`config.mk`:
```
export PLATFORM = sky130hd
export DESIGN_NAME = keyboard_scancode_line_editor
export DESIGN_NICKNAME = d
export VERILOG_FILES = /design/src/design/ksle_pkg.sv /design/src/design/ksle_front.sv /design/src/design/ksle_queue.sv /design/src/design/ksle_back.sv /design/src/design/keyboard_scancode_line_editor.sv
export SDC_FILE = /design/constraint.sdc
export NUM_CORES = 1
export LEC_CHECK = 0
export BUFFER_PORTS_ARGS = -buffer_cell sky130_fd_sc_hd__buf_2
export CAP_MARGIN = 10
export CORE_AREA = 2 2 334 171
export DETAILED_ROUTE_END_ITERATION = 8
export DIE_AREA = 0 0 336 173
export GPL_ROUTABILITY_DRIVEN = 0
export PLACE_DENSITY = 0.61
export SETUP_SLACK_MARGIN = 0.1
export SYNTH_ARGS = -nofsm -noshare
export SYNTH_HDL_FRONTEND = slang
export SYNTH_SLANG_ARGS = --single-unit
```
`constraint.sdc`:
```
create_clock -name aclk -period 4.9 [get_ports aclk]
set_clock_uncertainty 0.1 [all_clocks]
set_input_delay 0.735 -clock aclk [delete_from_list [all_inputs] [get_ports aclk]]
set_output_delay 0.735 -clock aclk [all_outputs]
set_load 0.05 [all_outputs]
```
`src/design/ksle_pkg.sv`:
```
// ---------------------------------------------------------------------------
// ksle_pkg
// Shared types, codes and key tables for the scancode line editor.
// ---------------------------------------------------------------------------
package ksle_pkg;

    localparam int unsigned SCAN_W  = 8;
    localparam int unsigned CHAR_W  = 7;
    localparam int unsigned KIND_W  = 2;
    localparam int unsigned S_TDATA_W = 8;
    localparam int unsigned M_TDATA_W = 8;
    localparam int unsigned M_TUSER_W = 2;

    localparam logic [SCAN_W-1:0] SC_LSHIFT     = 8'h2A;
    localparam logic [SCAN_W-1:0] SC_RSHIFT     = 8'h36;
    localparam logic [SCAN_W-1:0] SC_LSHIFT_BRK = 8'hAA;
    localparam logic [SCAN_W-1:0] SC_RSHIFT_BRK = 8'hB6;
    localparam logic [SCAN_W-1:0] SC_CAPS       = 8'h3A;
    localparam logic [SCAN_W-1:0] SC_BACKSPACE  = 8'h0E;
    localparam logic [SCAN_W-1:0] SC_ENTER      = 8'h1C;

    localparam logic [CHAR_W-1:0] CH_NONE   = 7'h00;
    localparam logic [CHAR_W-1:0] CH_LOW_A  = 7'h61;
    localparam logic [CHAR_W-1:0] CH_LOW_Z  = 7'h7A;
    localparam logic [CHAR_W-1:0] CH_DIG_0  = 7'h30;
    localparam logic [CHAR_W-1:0] CH_DIG_9  = 7'h39;
    localparam logic [CHAR_W-1:0] CH_CASE   = 7'h20;

    typedef enum logic [KIND_W-1:0] {
        KIND_ECHO      = 2'd0,
        KIND_ERASE     = 2'd1,
        KIND_LINE_CHAR = 2'd2,
        KIND_LINE_END  = 2'd3
    } kind_t;

    typedef enum logic [1:0] {
        CMD_ECHO,
        CMD_ERASE,
        CMD_ENTER
    } cmd_op_t;

    typedef struct packed {
        cmd_op_t             op;
        logic [CHAR_W-1:0]   ch;
    } cmd_t;

    typedef enum logic [1:0] {
        BK_IDLE,
        BK_DRAIN,
        BK_END
    } back_state_t;

    // keypad digits, independent of shift; zero when not a keypad digit
    function automatic logic [CHAR_W-1:0] keypad_digit(input logic [SCAN_W-1:0] sc);
        logic [CHAR_W-1:0] ch;
        case (sc)
            8'h47:   ch = 7'h37;
            8'h48:   ch = 7'h38;
            8'h49:   ch = 7'h39;
            8'h4B:   ch = 7'h34;
            8'h4C:   ch = 7'h35;
            8'h4D:   ch = 7'h36;
            8'h4F:   ch = 7'h31;
            8'h50:   ch = 7'h32;
            8'h51:   ch = 7'h33;
            8'h52:   ch = 7'h30;
            default: ch = CH_NONE;
        endcase
        return ch;
    endfunction

    // main map, unshifted: letters, digits and space only
    function automatic logic [CHAR_W-1:0] key_map(input logic [5:0] idx);
        logic [CHAR_W-1:0] ch;
        case (idx)
            6'h02: ch = 7'h31;
            6'h03: ch = 7'h32;
            6'h04: ch = 7'h33;
            6'h05: ch = 7'h34;
            6'h06: ch = 7'h35;
            6'h07: ch = 7'h36;
            6'h08: ch = 7'h37;
            6'h09: ch = 7'h38;
            6'h0A: ch = 7'h39;
            6'h0B: ch = 7'h30;
            6'h10: ch = 7'h71;
            6'h11: ch = 7'h77;
            6'h12: ch = 7'h65;
            6'h13: ch = 7'h72;
            6'h14: ch = 7'h74;
            6'h15: ch = 7'h79;
            6'h16: ch = 7'h75;
            6'h17: ch = 7'h69;
            6'h18: ch = 7'h6F;
            6'h19: ch = 7'h70;
            6'h1E: ch = 7'h61;
            6'h1F: ch = 7'h73;
            6'h20: ch = 7'h64;
            6'h21: ch = 7'h66;
            6'h22: ch = 7'h67;
            6'h23: ch = 7'h68;
            6'h24: ch = 7'h6A;
            6'h25: ch = 7'h6B;
            6'h26: ch = 7'h6C;
            6'h2C: ch = 7'h7A;
            6'h2D: ch = 7'h78;
            6'h2E: ch = 7'h63;
            6'h2F: ch = 7'h76;
            6'h30: ch = 7'h62;
            6'h31: ch = 7'h6E;
            6'h32: ch = 7'h6D;
            6'h39: ch = 7'h20;
            default: ch = CH_NONE;
        endcase
        return ch;
    endfunction

endpackage

```
`src/design/ksle_front.sv`:
```
// ---------------------------------------------------------------------------
// ksle_front
// Accepts scancodes, tracks shift and caps lock, issues editor commands.
// ---------------------------------------------------------------------------
module ksle_front (
    input  logic                              aclk,
    input  logic                              aresetn,
    input  logic                              s_tvalid,
    output logic                              s_tready,
    input  logic [ksle_pkg::S_TDATA_W-1:0]    s_tdata,   // [7:0] scancode
    input  logic                              q_full,
    output logic                              q_push,
    output ksle_pkg::cmd_t                    q_cmd
);

    logic                              shift_reg, shift_next;
    logic                              caps_reg, caps_next;
    logic                              accept;
    logic [ksle_pkg::SCAN_W-1:0]       sc;
    logic [ksle_pkg::CHAR_W-1:0]       kp_ch;
    logic [ksle_pkg::CHAR_W-1:0]       map_ch;
    logic                              is_alpha;
    logic                              is_digit;

    assign s_tready = !q_full;
    assign accept   = s_tvalid && s_tready;
    assign sc       = s_tdata[ksle_pkg::SCAN_W-1:0];
    assign kp_ch    = ksle_pkg::keypad_digit(sc);
    assign map_ch   = (sc[7:6] == 2'b00) ? ksle_pkg::key_map(sc[5:0]) : ksle_pkg::CH_NONE;
    assign is_alpha = (map_ch >= ksle_pkg::CH_LOW_A) && (map_ch <= ksle_pkg::CH_LOW_Z);
    assign is_digit  = (map_ch >= ksle_pkg::CH_DIG_0) && (map_ch <= ksle_pkg::CH_DIG_9);

    always_comb begin
        shift_next = shift_reg;
        caps_next  = caps_reg;
        q_push     = 1'b0;
        q_cmd.op   = ksle_pkg::CMD_ECHO;
        q_cmd.ch   = ksle_pkg::CH_NONE;
        if (accept) begin
            if (sc[7]) begin
                if (sc == ksle_pkg::SC_LSHIFT_BRK || sc == ksle_pkg::SC_RSHIFT_BRK) begin
                    shift_next = 1'b0;
                end
            end else if (kp_ch != ksle_pkg::CH_NONE) begin
                q_push = 1'b1;
                q_cmd.ch = kp_ch;
            end else if (sc == ksle_pkg::SC_LSHIFT || sc == ksle_pkg::SC_RSHIFT) begin
                shift_next = 1'b1;
            end else if (sc == ksle_pkg::SC_CAPS) begin
                caps_next = !caps_reg;
            end else if (sc == ksle_pkg::SC_BACKSPACE) begin
                q_push   = 1'b1;
                q_cmd.op = ksle_pkg::CMD_ERASE;
            end else if (sc == ksle_pkg::SC_ENTER) begin
                q_push   = 1'b1;
                q_cmd.op = ksle_pkg::CMD_ENTER;
            end else if (is_alpha) begin
                q_push   = 1'b1;
                q_cmd.ch = (caps_reg || shift_reg) ? (map_ch - ksle_pkg::CH_CASE) : map_ch;
            end else if (is_digit) begin
                q_push   = !shift_reg;
                q_cmd.ch = map_ch;
            end else if (map_ch != ksle_pkg::CH_NONE) begin
                // space
                q_push   = 1'b1;
                q_cmd.ch = map_ch;
            end
        end
    end

    always_ff @(posedge aclk) begin
        if (!aresetn) begin
            shift_reg <= 1'b0;
            caps_reg  <= 1'b0;
        end else begin
            shift_reg <= shift_next;
            caps_reg  <= caps_next;
        end
    end

endmodule

```
`src/design/ksle_queue.sv`:
```
// ---------------------------------------------------------------------------
// ksle_queue
// Two-entry command queue between front and back.
// ---------------------------------------------------------------------------
module ksle_queue (
    input  logic             aclk,
    input  logic             aresetn,
    input  logic             push,
    input  ksle_pkg::cmd_t   push_cmd,
    output logic             full,
    input  logic             pop,
    output logic             head_valid,
    output ksle_pkg::cmd_t   head_cmd
);

    ksle_pkg::cmd_t  slot_reg [2];
    logic            wr_ptr_reg, wr_ptr_next;
    logic            rd_ptr_reg, rd_ptr_next;
    logic [1:0]      count_reg, count_next;
    logic            do_push, do_pop;

    assign full       = (count_reg == 2'd2);
    assign head_valid = (count_reg != 2'd0);
    assign head_cmd   = slot_reg[rd_ptr_reg];
    assign do_push    = push && !full;
    assign do_pop     = pop && head_valid;

    always_comb begin
        wr_ptr_next = do_push ? !wr_ptr_reg : wr_ptr_reg;
        rd_ptr_next = do_pop  ? !rd_ptr_reg : rd_ptr_reg;
        count_next  = count_reg;
        if (do_push && !do_pop) begin
            count_next = count_reg + 2'd1;
        end else if (do_pop && !do_push) begin
            count_next = count_reg - 2'd1;
        end
    end

    always_ff @(posedge aclk) begin
        if (!aresetn) begin
            wr_ptr_reg <= 1'b0;
            rd_ptr_reg <= 1'b0;
            count_reg  <= 2'd0;
        end else begin
            wr_ptr_reg <= wr_ptr_next;
            rd_ptr_reg <= rd_ptr_next;
            count_reg  <= count_next;
        end
    end

    always_ff @(posedge aclk) begin
        if (do_push) begin
            slot_reg[wr_ptr_reg] <= push_cmd;
        end
    end

endmodule

```
`src/design/ksle_back.sv`:
```
// ---------------------------------------------------------------------------
// ksle_back
// Executes editor commands against the line memory and drives results.
// ---------------------------------------------------------------------------
module ksle_back #(
    parameter int unsigned BUFFER_DEPTH = 64
) (
    input  logic                              aclk,
    input  logic                              aresetn,
    input  logic                              q_valid,
    input  ksle_pkg::cmd_t                    q_cmd,
    output logic                              q_pop,
    output logic                              m_tvalid,
    input  logic                              m_tready,
    output logic [ksle_pkg::M_TDATA_W-1:0]    m_tdata,   // [6:0] char_code
    output logic [ksle_pkg::M_TUSER_W-1:0]    m_tuser,   // [1:0] kind
    output logic                              m_tlast
);

    localparam int unsigned AW = (BUFFER_DEPTH > 1) ? $clog2(BUFFER_DEPTH) : 1;
    localparam logic [AW-1:0] FILL_MAX = AW'(BUFFER_DEPTH - 1);

    logic [ksle_pkg::CHAR_W-1:0]  line_mem [BUFFER_DEPTH];

    ksle_pkg::back_state_t        state_reg, state_next;
    logic [AW-1:0]                fill_reg, fill_next;
    logic [AW-1:0]                idx_reg, idx_next;
    logic [AW-1:0]                idx_inc;
    logic [ksle_pkg::CHAR_W-1:0]  rd_data_reg;
    logic                         out_valid_reg, out_valid_next;
    ksle_pkg::kind_t              out_kind_reg;
    logic [ksle_pkg::CHAR_W-1:0]  out_char_reg;
    logic                         out_last_reg;

    logic                         out_free;
    logic                         load;
    ksle_pkg::kind_t              load_kind;
    logic [ksle_pkg::CHAR_W-1:0]  load_char;
    logic                         load_last;
    logic                         wr_en;
    logic                         rd_en;
    logic [AW-1:0]                rd_idx;
    logic                         drain_done;

    assign out_free   = !out_valid_reg || m_tready;
    assign idx_inc    = idx_reg + 1'b1;
    assign drain_done = (idx_inc == fill_reg);

    // next state
    always_comb begin
        state_next = state_reg;
        case (state_reg)
            ksle_pkg::BK_IDLE: begin
                if (q_valid && out_free && q_cmd.op == ksle_pkg::CMD_ENTER &&
                    fill_reg != '0) begin
                    state_next = ksle_pkg::BK_DRAIN;
                end
            end
            ksle_pkg::BK_DRAIN: begin
                if (out_free && drain_done) begin
                    state_next = ksle_pkg::BK_END;
                end
            end
            ksle_pkg::BK_END: begin
                if (out_free) begin
                    state_next = ksle_pkg::BK_IDLE;
                end
            end
            default: state_next = ksle_pkg::BK_IDLE;
        endcase
    end

    // datapath controls
    always_comb begin
        q_pop     = 1'b0;
        load      = 1'b0;
        load_kind = ksle_pkg::KIND_ECHO;
        load_char = ksle_pkg::CH_NONE;
        load_last = 1'b1;
        wr_en     = 1'b0;
        rd_en     = 1'b0;
        rd_idx    = '0;
        fill_next = fill_reg;
        idx_next  = idx_reg;
        case (state_reg)
            ksle_pkg::BK_IDLE: begin
                if (q_valid && out_free) begin
                    q_pop = 1'b1;
                    load  = 1'b1;
                    case (q_cmd.op)
                        ksle_pkg::CMD_ECHO: begin
                            load_char = q_cmd.ch;
                            if (fill_reg < FILL_MAX) begin
                                wr_en     = 1'b1;
                                fill_next = fill_reg + 1'b1;
                            end
                        end
                        ksle_pkg::CMD_ERASE: begin
                            load_kind = ksle_pkg::KIND_ERASE;
                            if (fill_reg != '0) begin
                                fill_next = fill_reg - 1'b1;
                            end
                        end
                        ksle_pkg::CMD_ENTER: begin
                            if (fill_reg == '0) begin
                                load_kind = ksle_pkg::KIND_LINE_END;
                            end else begin
                                load     = 1'b0;
                                rd_en    = 1'b1;
                                idx_next = '0;
                            end
                        end
                        default: load = 1'b0;
                    endcase
                end
            end
            ksle_pkg::BK_DRAIN: begin
                if (out_free) begin
                    load      = 1'b1;
                    load_kind = ksle_pkg::KIND_LINE_CHAR;
                    load_char = rd_data_reg;
                    load_last = 1'b0;
                    if (!drain_done) begin
                        rd_en    = 1'b1;
                        rd_idx   = idx_inc;
                        idx_next = idx_inc;
                    end
                end
            end
            ksle_pkg::BK_END: begin
                if (out_free) begin
                    load      = 1'b1;
                    load_kind = ksle_pkg::KIND_LINE_END;
                    fill_next = '0;
                end
            end
            default: ;
        endcase
    end

    assign out_valid_next = load ? 1'b1 : (m_tready ? 1'b0 : out_valid_reg);

    always_ff @(posedge aclk) begin
        if (!aresetn) begin
            state_reg     <= ksle_pkg::BK_IDLE;
            fill_reg      <= '0;
            idx_reg       <= '0;
            out_valid_reg <= 1'b0;
        end else begin
            state_reg     <= state_next;
            fill_reg      <= fill_next;
            idx_reg       <= idx_next;
            out_valid_reg <= out_valid_next;
        end
    end

    always_ff @(posedge aclk) begin
        if (load) begin
            out_kind_reg <= load_kind;
            out_char_reg <= load_char;
            out_last_reg <= load_last;
        end
    end

    always_ff @(posedge aclk) begin
        if (wr_en) begin
            line_mem[fill_reg] <= q_cmd.ch;
        end
        if (rd_en) begin
            rd_data_reg <= line_mem[rd_idx];
        end
    end

    assign m_tvalid = out_valid_reg;
    assign m_tlast  = out_last_reg;
    assign m_tuser  = out_kind_reg;
    assign m_tdata  = {{(ksle_pkg::M_TDATA_W - ksle_pkg::CHAR_W){1'b0}}, out_char_reg};

endmodule

```
`src/design/keyboard_scancode_line_editor.sv`:
```
// ---------------------------------------------------------------------------
// keyboard_scancode_line_editor
// Set-1 scancode to ASCII line editor with echo, erase and line output.
// ---------------------------------------------------------------------------
// Output: each result is registered before it appears on m_*.
// Throughput: one scancode per cycle while the 2-entry queue has room; the back
//   end gives one result per echo, erase or empty-line enter, and for an enter
//   on a nonempty line a read, then each line character in order, then a line end.
// Reset: aresetn low clears shift, caps lock, line fill, queue and output valid.
module keyboard_scancode_line_editor #(
    parameter int unsigned BUFFER_DEPTH = 64
) (
    input  logic                              aclk,
    input  logic                              aresetn,
    input  logic                              s_tvalid,
    output logic                              s_tready,
    input  logic [ksle_pkg::S_TDATA_W-1:0]    s_tdata,   // [7:0] scancode
    output logic                              m_tvalid,
    input  logic                              m_tready,
    output logic [ksle_pkg::M_TDATA_W-1:0]    m_tdata,   // [6:0] char_code
    output logic [ksle_pkg::M_TUSER_W-1:0]    m_tuser,   // [1:0] kind
    output logic                              m_tlast
);

    logic             q_full;
    logic             q_push;
    ksle_pkg::cmd_t   q_push_cmd;
    logic             q_pop;
    logic             q_valid;
    ksle_pkg::cmd_t   q_head;

    ksle_front u_front (
        .aclk     (aclk),
        .aresetn  (aresetn),
        .s_tvalid (s_tvalid),
        .s_tready (s_tready),
        .s_tdata  (s_tdata),
        .q_full   (q_full),
        .q_push   (q_push),
        .q_cmd    (q_push_cmd)
    );

    ksle_queue u_queue (
        .aclk       (aclk),
        .aresetn    (aresetn),
        .push       (q_push),
        .push_cmd   (q_push_cmd),
        .full       (q_full),
        .pop        (q_pop),
        .head_valid (q_valid),
        .head_cmd   (q_head)
    );

    ksle_back #(
        .BUFFER_DEPTH (BUFFER_DEPTH)
    ) u_back (
        .aclk     (aclk),
        .aresetn  (aresetn),
        .q_valid  (q_valid),
        .q_cmd    (q_head),
        .q_pop    (q_pop),
        .m_tvalid (m_tvalid),
        .m_tready (m_tready),
        .m_tdata  (m_tdata),
        .m_tuser  (m_tuser),
        .m_tlast  (m_tlast)
    );

endmodule

```
# Word level (Yosys, flattened, before mapping)
# Memories as Yosys holds them, arrays and structs flattened. A register that Yosys moved wholly into a read port is not among the register bits.
# Cells that the tools add are included.
[classes]
order_cmp = 5
div_mod_pow = 0
muxes = 87
n_bitwise = 3
eq_ne = 36
shifts = 0
n_addsub = 6
reduce_logical = 43
mul = 0
[op_table]
columns = ["op", "n"]
rows = [
  ["equality test 8 x 7 -> 1 bit (second input constant)", 10],
  ["two-way mux 7 bit", 11],
  ["two-way mux 6 bit", 12],
  ["one-hot mux 6 bit (10 select lines)", 1],
  ["two-way mux 1 bit", 37],
  ["two-way mux 9 bit", 4],
  ["one-hot mux 6 bit (2 select lines)", 3],
  ["equality test 8 x 6 -> 1 bit (second input constant)", 3],
  ["two-way mux 2 bit", 12],
  ["equality test 8 bit (second input constant)", 2],
  ["inequality test 2 x 1 -> 1 bit (second input constant)", 7],
  ["one-hot mux 7 bit (2 select lines)", 1],
  ["nonzero test 7 bit", 2],
  ["adder 6 x 1 -> 6 bit (second input constant)", 2],
  ["one-hot mux 2 bit (3 select lines)", 2],
  ["AND reduction 6 bit", 2],
  ["nonzero test 2 bit", 6],
  ["logical AND 1 bit", 11],
  ["equality test 8 x 4 -> 1 bit (second input constant)", 1],
  ["equality test 8 x 5 -> 1 bit (second input constant)", 1],
  ["zero test 1 bit", 8],
  [">= comparator 7 x 6 -> 1 bit (second input constant)", 1],
  [">= comparator 7 bit (second input constant)", 1],
  ["less-or-equal comparator 7 x 6 -> 1 bit (second input constant)", 1],
  ["other kinds (23)", 39],
]
[totals]
out_inout_bits = 13
mem_count = 3
ramBits = 466
latch_bits = 0
mem_bits_ro = 448
reg_bits = 31
input_bits = 12
[memory_table]
columns = ["memory", "words", "width", "read_ports", "rd_ports_with_merged_regs", "wr", "line", "rtl"]
rows = [
  ["(name not given)", 64, 7, 1, 0, 0, "ksle_pkg.sv:75", "case (idx)"],
  ["u_back.line_mem", 64, 7, 1, 1, 1, "ksle_back.sv:23", "logic [ksle_pkg::CHAR_W-1:0] line_mem [BUFFER_DEPTH];"],
  ["u_queue.slot_reg", 2, 9, 1, 1, 1, "ksle_queue.sv:16", "ksle_pkg::cmd_t slot_reg [2];"],
]

# Longest topological paths before layout
[logic_depth]
depth_word = 18
ltp_mapped = 15
depth_no_buf = 15

# Modules after synthesis
# From an unflattened synthesis, not the netlist that was laid out.
[unflattened]
cells_unflattened = 1482
hier_area_um2 = 21963.6
[modules_own_cells]
columns = ["module", "cells_each", "n_inst", "area_per_inst_um2", "seq_area_each_um2"]
rows = [
  ["ksle_back", 1224, 1, 19698.9, 14263.7],
  ["ksle_front", 204, 1, 1387.6, 40.0],
  ["ksle_queue", 54, 1, 877.1, 640.6],
]

# Worst setup path after synthesis
# Ideal clock, no wire load.
[synth_path]
path_type = "in2reg"
startpoint = "input s_tdata[2] (netlist bit)"
endpoint = "register u_queue.count_reg[1]"
required_time_ps = 4724
n_path_buf = 0
setup_ps = 76
setup_slack_ps = 1016
arrival_time_ps = 3708
cell_stages = 13
cell_sequence = "clkinv_1 -> ha_1 -> mux2_2 -> a21oi_1 -> a41oi_1 -> a311oi_1 -> ha_1 -> nand3_1 -> a311oi_1 -> a21boi_1 -> ha_1 -> or3_1 -> a21boi_0"
[synth_via]
elab_chain_len = 17
[synth_lines]
columns = ["item", "line", "rtl"]
rows = [
  ["from (decl)", "keyboard_scancode_line_editor.sv:17", "input logic [ksle_pkg::S_TDATA_W-1:0] s_tdata,"],
  ["memory read (64 x 7 bit)", "-", ""],
  ["two-way mux 7 bit", "ksle_front.sv:29", "assign map_ch = (sc[7:6] == 2'b00) ? ksle_pkg::key_map(sc[5:0]) : ksle_pkg::CH_NONE;"],
  [">= comparator 7 x 6 -> 1 bit, or another cell as far along", "ksle_front.sv:31", "assign is_digit = (map_ch >= ksle_pkg::CH_DIG_0) && (map_ch <= ksle_pkg::CH_DIG_9);"],
  ["logical AND 1 bit or two-way mux 1 bit (tied branches)", "ksle_front.sv:31, ksle_front.sv:63", ""],
  ["two-way mux 1 bit", "ksle_front.sv:60", "end else if (is_digit) begin"],
  ["two-way mux 1 bit", "ksle_front.sv:57", "end else if (is_alpha) begin"],
  ["two-way mux 1 bit", "ksle_front.sv:54", "end else if (sc == ksle_pkg::SC_ENTER) begin"],
  ["two-way mux 1 bit", "ksle_front.sv:51", "end else if (sc == ksle_pkg::SC_BACKSPACE) begin"],
  ["[... 2 more ...]", "-", ""],
  ["two-way mux 1 bit *", "ksle_front.sv:44", "end else if (kp_ch != ksle_pkg::CH_NONE) begin"],
  ["two-way mux 1 bit *", "ksle_front.sv:40", "if (sc[7]) begin"],
  ["two-way mux 1 bit *", "ksle_front.sv:39", "if (accept) begin"],
  ["logical AND 1 bit *", "ksle_queue.sv:25", "assign do_push = push && !full;"],
  ["via u_queue.do_push", "ksle_queue.sv:20", "logic do_push, do_pop;"],
  ["zero test 1 bit", "ksle_queue.sv:34", "end else if (do_pop && !do_push) begin"],
  ["logical AND 1 bit", "ksle_queue.sv:34", ""],
  ["nonzero test 2 bit (no line)", "-", ""],
  ["to (signal assigned)", "ksle_queue.sv:47", "count_reg <= count_next;"],
  ["to (decl)", "ksle_queue.sv:19", "logic [1:0] count_reg, count_next;"],
]
# Mark *: on every way through the listed nets, which the timed path passes. The rest lies on a longest branch.
# A chain may end at the register's enable or synchronous reset.

# Final worst setup path
[layout_path]
startpoint = "register u_back.idx_reg[0]"
endpoint = "register u_back.rd_data_reg[6] (netlist bit) (read register of u_back.line_mem) (data pin)"
[layout_via]
elab_chain_len = 5
[layout_lines]
columns = ["item", "line", "rtl"]
rows = [
  ["from (decl)", "ksle_back.sv:27", "logic [AW-1:0] idx_reg, idx_next;"],
  ["from (signal assigned)", "ksle_back.sv:152", "idx_reg <= idx_next;"],
  ["adder 6 x 1 -> 6 bit *", "ksle_back.sv:46", "assign idx_inc = idx_reg + 1'b1;"],
  ["equality test 6 bit", "ksle_back.sv:47", "assign drain_done = (idx_inc == fill_reg);"],
  ["two-way mux 1 bit or two-way mux 6 bit (tied branches)", "ksle_back.sv:123", "if (!drain_done) begin"],
  ["two-way mux 1 bit or two-way mux 6 bit (tied branches)", "ksle_back.sv:118", "if (out_free) begin"],
  ["one-hot mux 1 bit (2 select lines) or two-way mux 6 bit (tied branches)", "ksle_back.sv:85", "case (state_reg)"],
  ["to (decl)", "ksle_back.sv:29", "logic [ksle_pkg::CHAR_W-1:0] rd_data_reg;"],
]
# Mark *: on every way between the ends. The rest lies on a longest branch, timed or not.

==> impl_metrics.csv <==
group,metric,value,unit
place,place_ws,526.1,ps
flow_run,drv_cap,0,
critical_path,critical_path_arrival,4690,ps
cts,clk_latency,570,ps
min_path,hold_class,"flip-flop to flip-flop",
critical_path,crit_start,"u_back.idx_reg[0]",
routing,wirelength,67840,um
layout,final_cells,2388,
timing,finalWorstSetupSlack,512.0,ps
cts,postCtsSetupBuffers,0,
critical_path,cp_common_cell,"buf_4",
floorplanning,coreArea,55030,um^2
cts,cts_tree,"done",
floorplanning,die_y,173,um
timing,slew_headroom,0.2709,
logic_synthesis,ys_types,87,
critical_path,end_kind,"flip-flop",
routing,drc,0,
routing,dr_total_vias,14720,
timing,hold_viol_final,0,
floorplanning,start_util,0.3981,
logic_synthesis,syn_area,21910,um^2
logic_synthesis,syn-mean-instance-area,14.14,um^2
logic_synthesis,yosys_warnings,0,
grt,grt_overflow,0,
timing,period_needed,4388,ps
floorplanning,rows,61,
critical_path,cp_max_fo,26,
cts,cts-resized-gates,0,
logic_synthesis,seq_area_frac_synth,0.6821,
layout,largest_register_ffs,448,
floorplanning,ios,25,
cts,numCtsBuffers,43,
critical_path,slowest_delay,640,ps
layout,syn_to_final_growth,12.44,%
logic_synthesis,ys_top_cells_by_area,"edfxtp_1 (66%), mux2i_1 (4.2%), nor2_1 (2.2%)",
logic_synthesis,synth-seq-cells,505,
routing,ant_nets,0,
grt,antenna_found_initial,0,
cts,cts_root_buf,"clkbuf_16",
place,io_buffers,23,
min_path,hold_start,"u_queue.wr_ptr_reg",
place,placed_area,23190,um^2
timing,finalMaxSlewViolations,0,
critical_path,start_kind,"flip-flop",
cts,h-tree-depth,2,
logic_synthesis,synth-edff-count,483,
cts,clkTransAtPathRegs,70,ps
critical_path,cpMaxStageDelayCell,"xnor2_4",
grt,track_usage,0.2300,
logic_synthesis,synth_largest_area_cell,"edfxtp_1",
place,place_hpwl,46310,um
routing,wl_per_cell,28.41,um
pwr,finalPower,10.22,mW
floorplanning,dieArea,58130,um^2
layout,drive_gt1_frac,0.1379,
logic_synthesis,synth-main-ff-cell,"edfxtp_1",
layout,final_common_cell,"edfxtp_1",
layout,final_nets,1643,
critical_path,worstReg2RegStart,"u_back.idx_reg[0]",
critical_path,worstSetupPathType,"flip-flop to flip-flop",
logic_synthesis,synth_top_area_frac,0.6620,
logic_synthesis,synth-async-reset-ratio,0,
routing,initialDrtViolationCount,2433,
timing,hold_ws,376.4,ps
timing,fmax,227.9,MHz
timing,setup_viol,0,
critical_path,crit_required,5200,ps
floorplanning,die_w,336,um
timing,finalCritPeriodShare,0.8955,
pwr,power_density,414.7,nW/um^2
grt,grt_max_degree,99,
layout,diodes,0,
place,dpl.cell_count,2314,
cts,cts_buffer_depth,3,
routing,dr.pass1.iters,6,
logic_synthesis,syn_inst,1550,
routing,avgViaCountPerCell,6.166,
timing,rsz0062_at_grt,"false",
pwr,leakagePower,7.693,nW
outcome,status,"completed",
grt,grt_pass1_vias,13400,
layout,final_cell_mix,"edfxtp_1 (483), nor2_1 (130), mux2i_1 (93)",
timing,setup_tns,0,ps
grt,grt_pass1_wl,96960,um
pwr,ir_drop,0.2982,mV
cts,cts.sinks,505,
timing,worst_pin_slew,1082,ps
layout,finalInstanceArea,24630,um^2
layout,utilization,0.4477,
critical_path,crit_chain,"ha_2 > xnor2_4 > xnor2_1 > and4b_4 > a21oi_4 > buf_4 > o21ai_0 > buf_4 > a221oi_1 > a31oi_1 > o32ai_2",
cts,hold_buffers,0,
[routing by layer]
metal / vias up / share of wire / GRT usage
met1: 7417 / 0.46 / 0.3723
met2: 1036 / 0.35 / 0.2570
met5: - / 0 / 0
met3: 108 / 0.17 / 0.1246
li1: 6163 / - / -
met4: 0 / 0.018 / 0.03999
[path summary, 6_finish.rpt]
kind / slack (ps) / cells after the start / endpoint
max: 510 / 11 / u_back.rd_data_reg[6]
min: 380 / 2 / u_queue.wr_ptr_reg
max reg2reg: 510 / 11 / u_back.rd_data_reg[6]
min reg2reg: 380 / 2 / u_queue.wr_ptr_reg
[cell usage after synthesis, drive strengths merged, types with 22 or more instances]
cell type	count
a31oi	23
ha	27
a21oi	74
clkbuf	43
edfxtp	483
nor2b	23
mux2i	93
mux2	28
o21ai	72
nor2	135
buf	52
o221ai	32
o211ai	23
dfxtp	22
nand2	91
nand3	25
o22ai	24
[area by class of cell]
type                       count  area, um^2
clock buffer                  52        1152
clock inverter                22       289.0
fill                        4924       30390
inverter                      21       78.83
multi-input combinational    936        6535
sequential                   505       14950
tap                          756       945.9
timing repair buffer          96       685.7
[power breakdown]
part / internal [mW] / switching [mW] / leakage, nW
sequential: 5.05 / 0.0737 / 4.54
clock: 2.04 / 1.57 / 0.694
combinational: 0.372 / 1.11 / 2.46
[kinds of logic after synthesis]
logic type / Yosys count / synth area share
other: 1 / 0.0001712
xor gates and xnor gates: 25 / 0.01251
and+or+nand+nor: 363 / 0.07847
DFF: 505 / 0.6821
muxes: 127 / 0.06305
AOI/OAI and AO/OA: 385 / 0.1242
buffers and inverters: 116 / 0.02319
adders and majority gates: 28 / 0.01633
[critical path: cells and delay by family (launching register included)]
| kind | cells | cell delay (ps) |
|---|---|---|
| AND/OR/NAND/NOR | 1 | 270 |
| XOR/XNOR | 2 | 860 |
| buffers and inverters | 2 | 740 |
| flip-flops | 1 | 370 |
| AO/OA/AOI/OAI | 5 | 1580 |
| adder cells (fa/ha/maj) | 1 | 270 |
No activity file was read; power rests on OpenSTA's default activity.
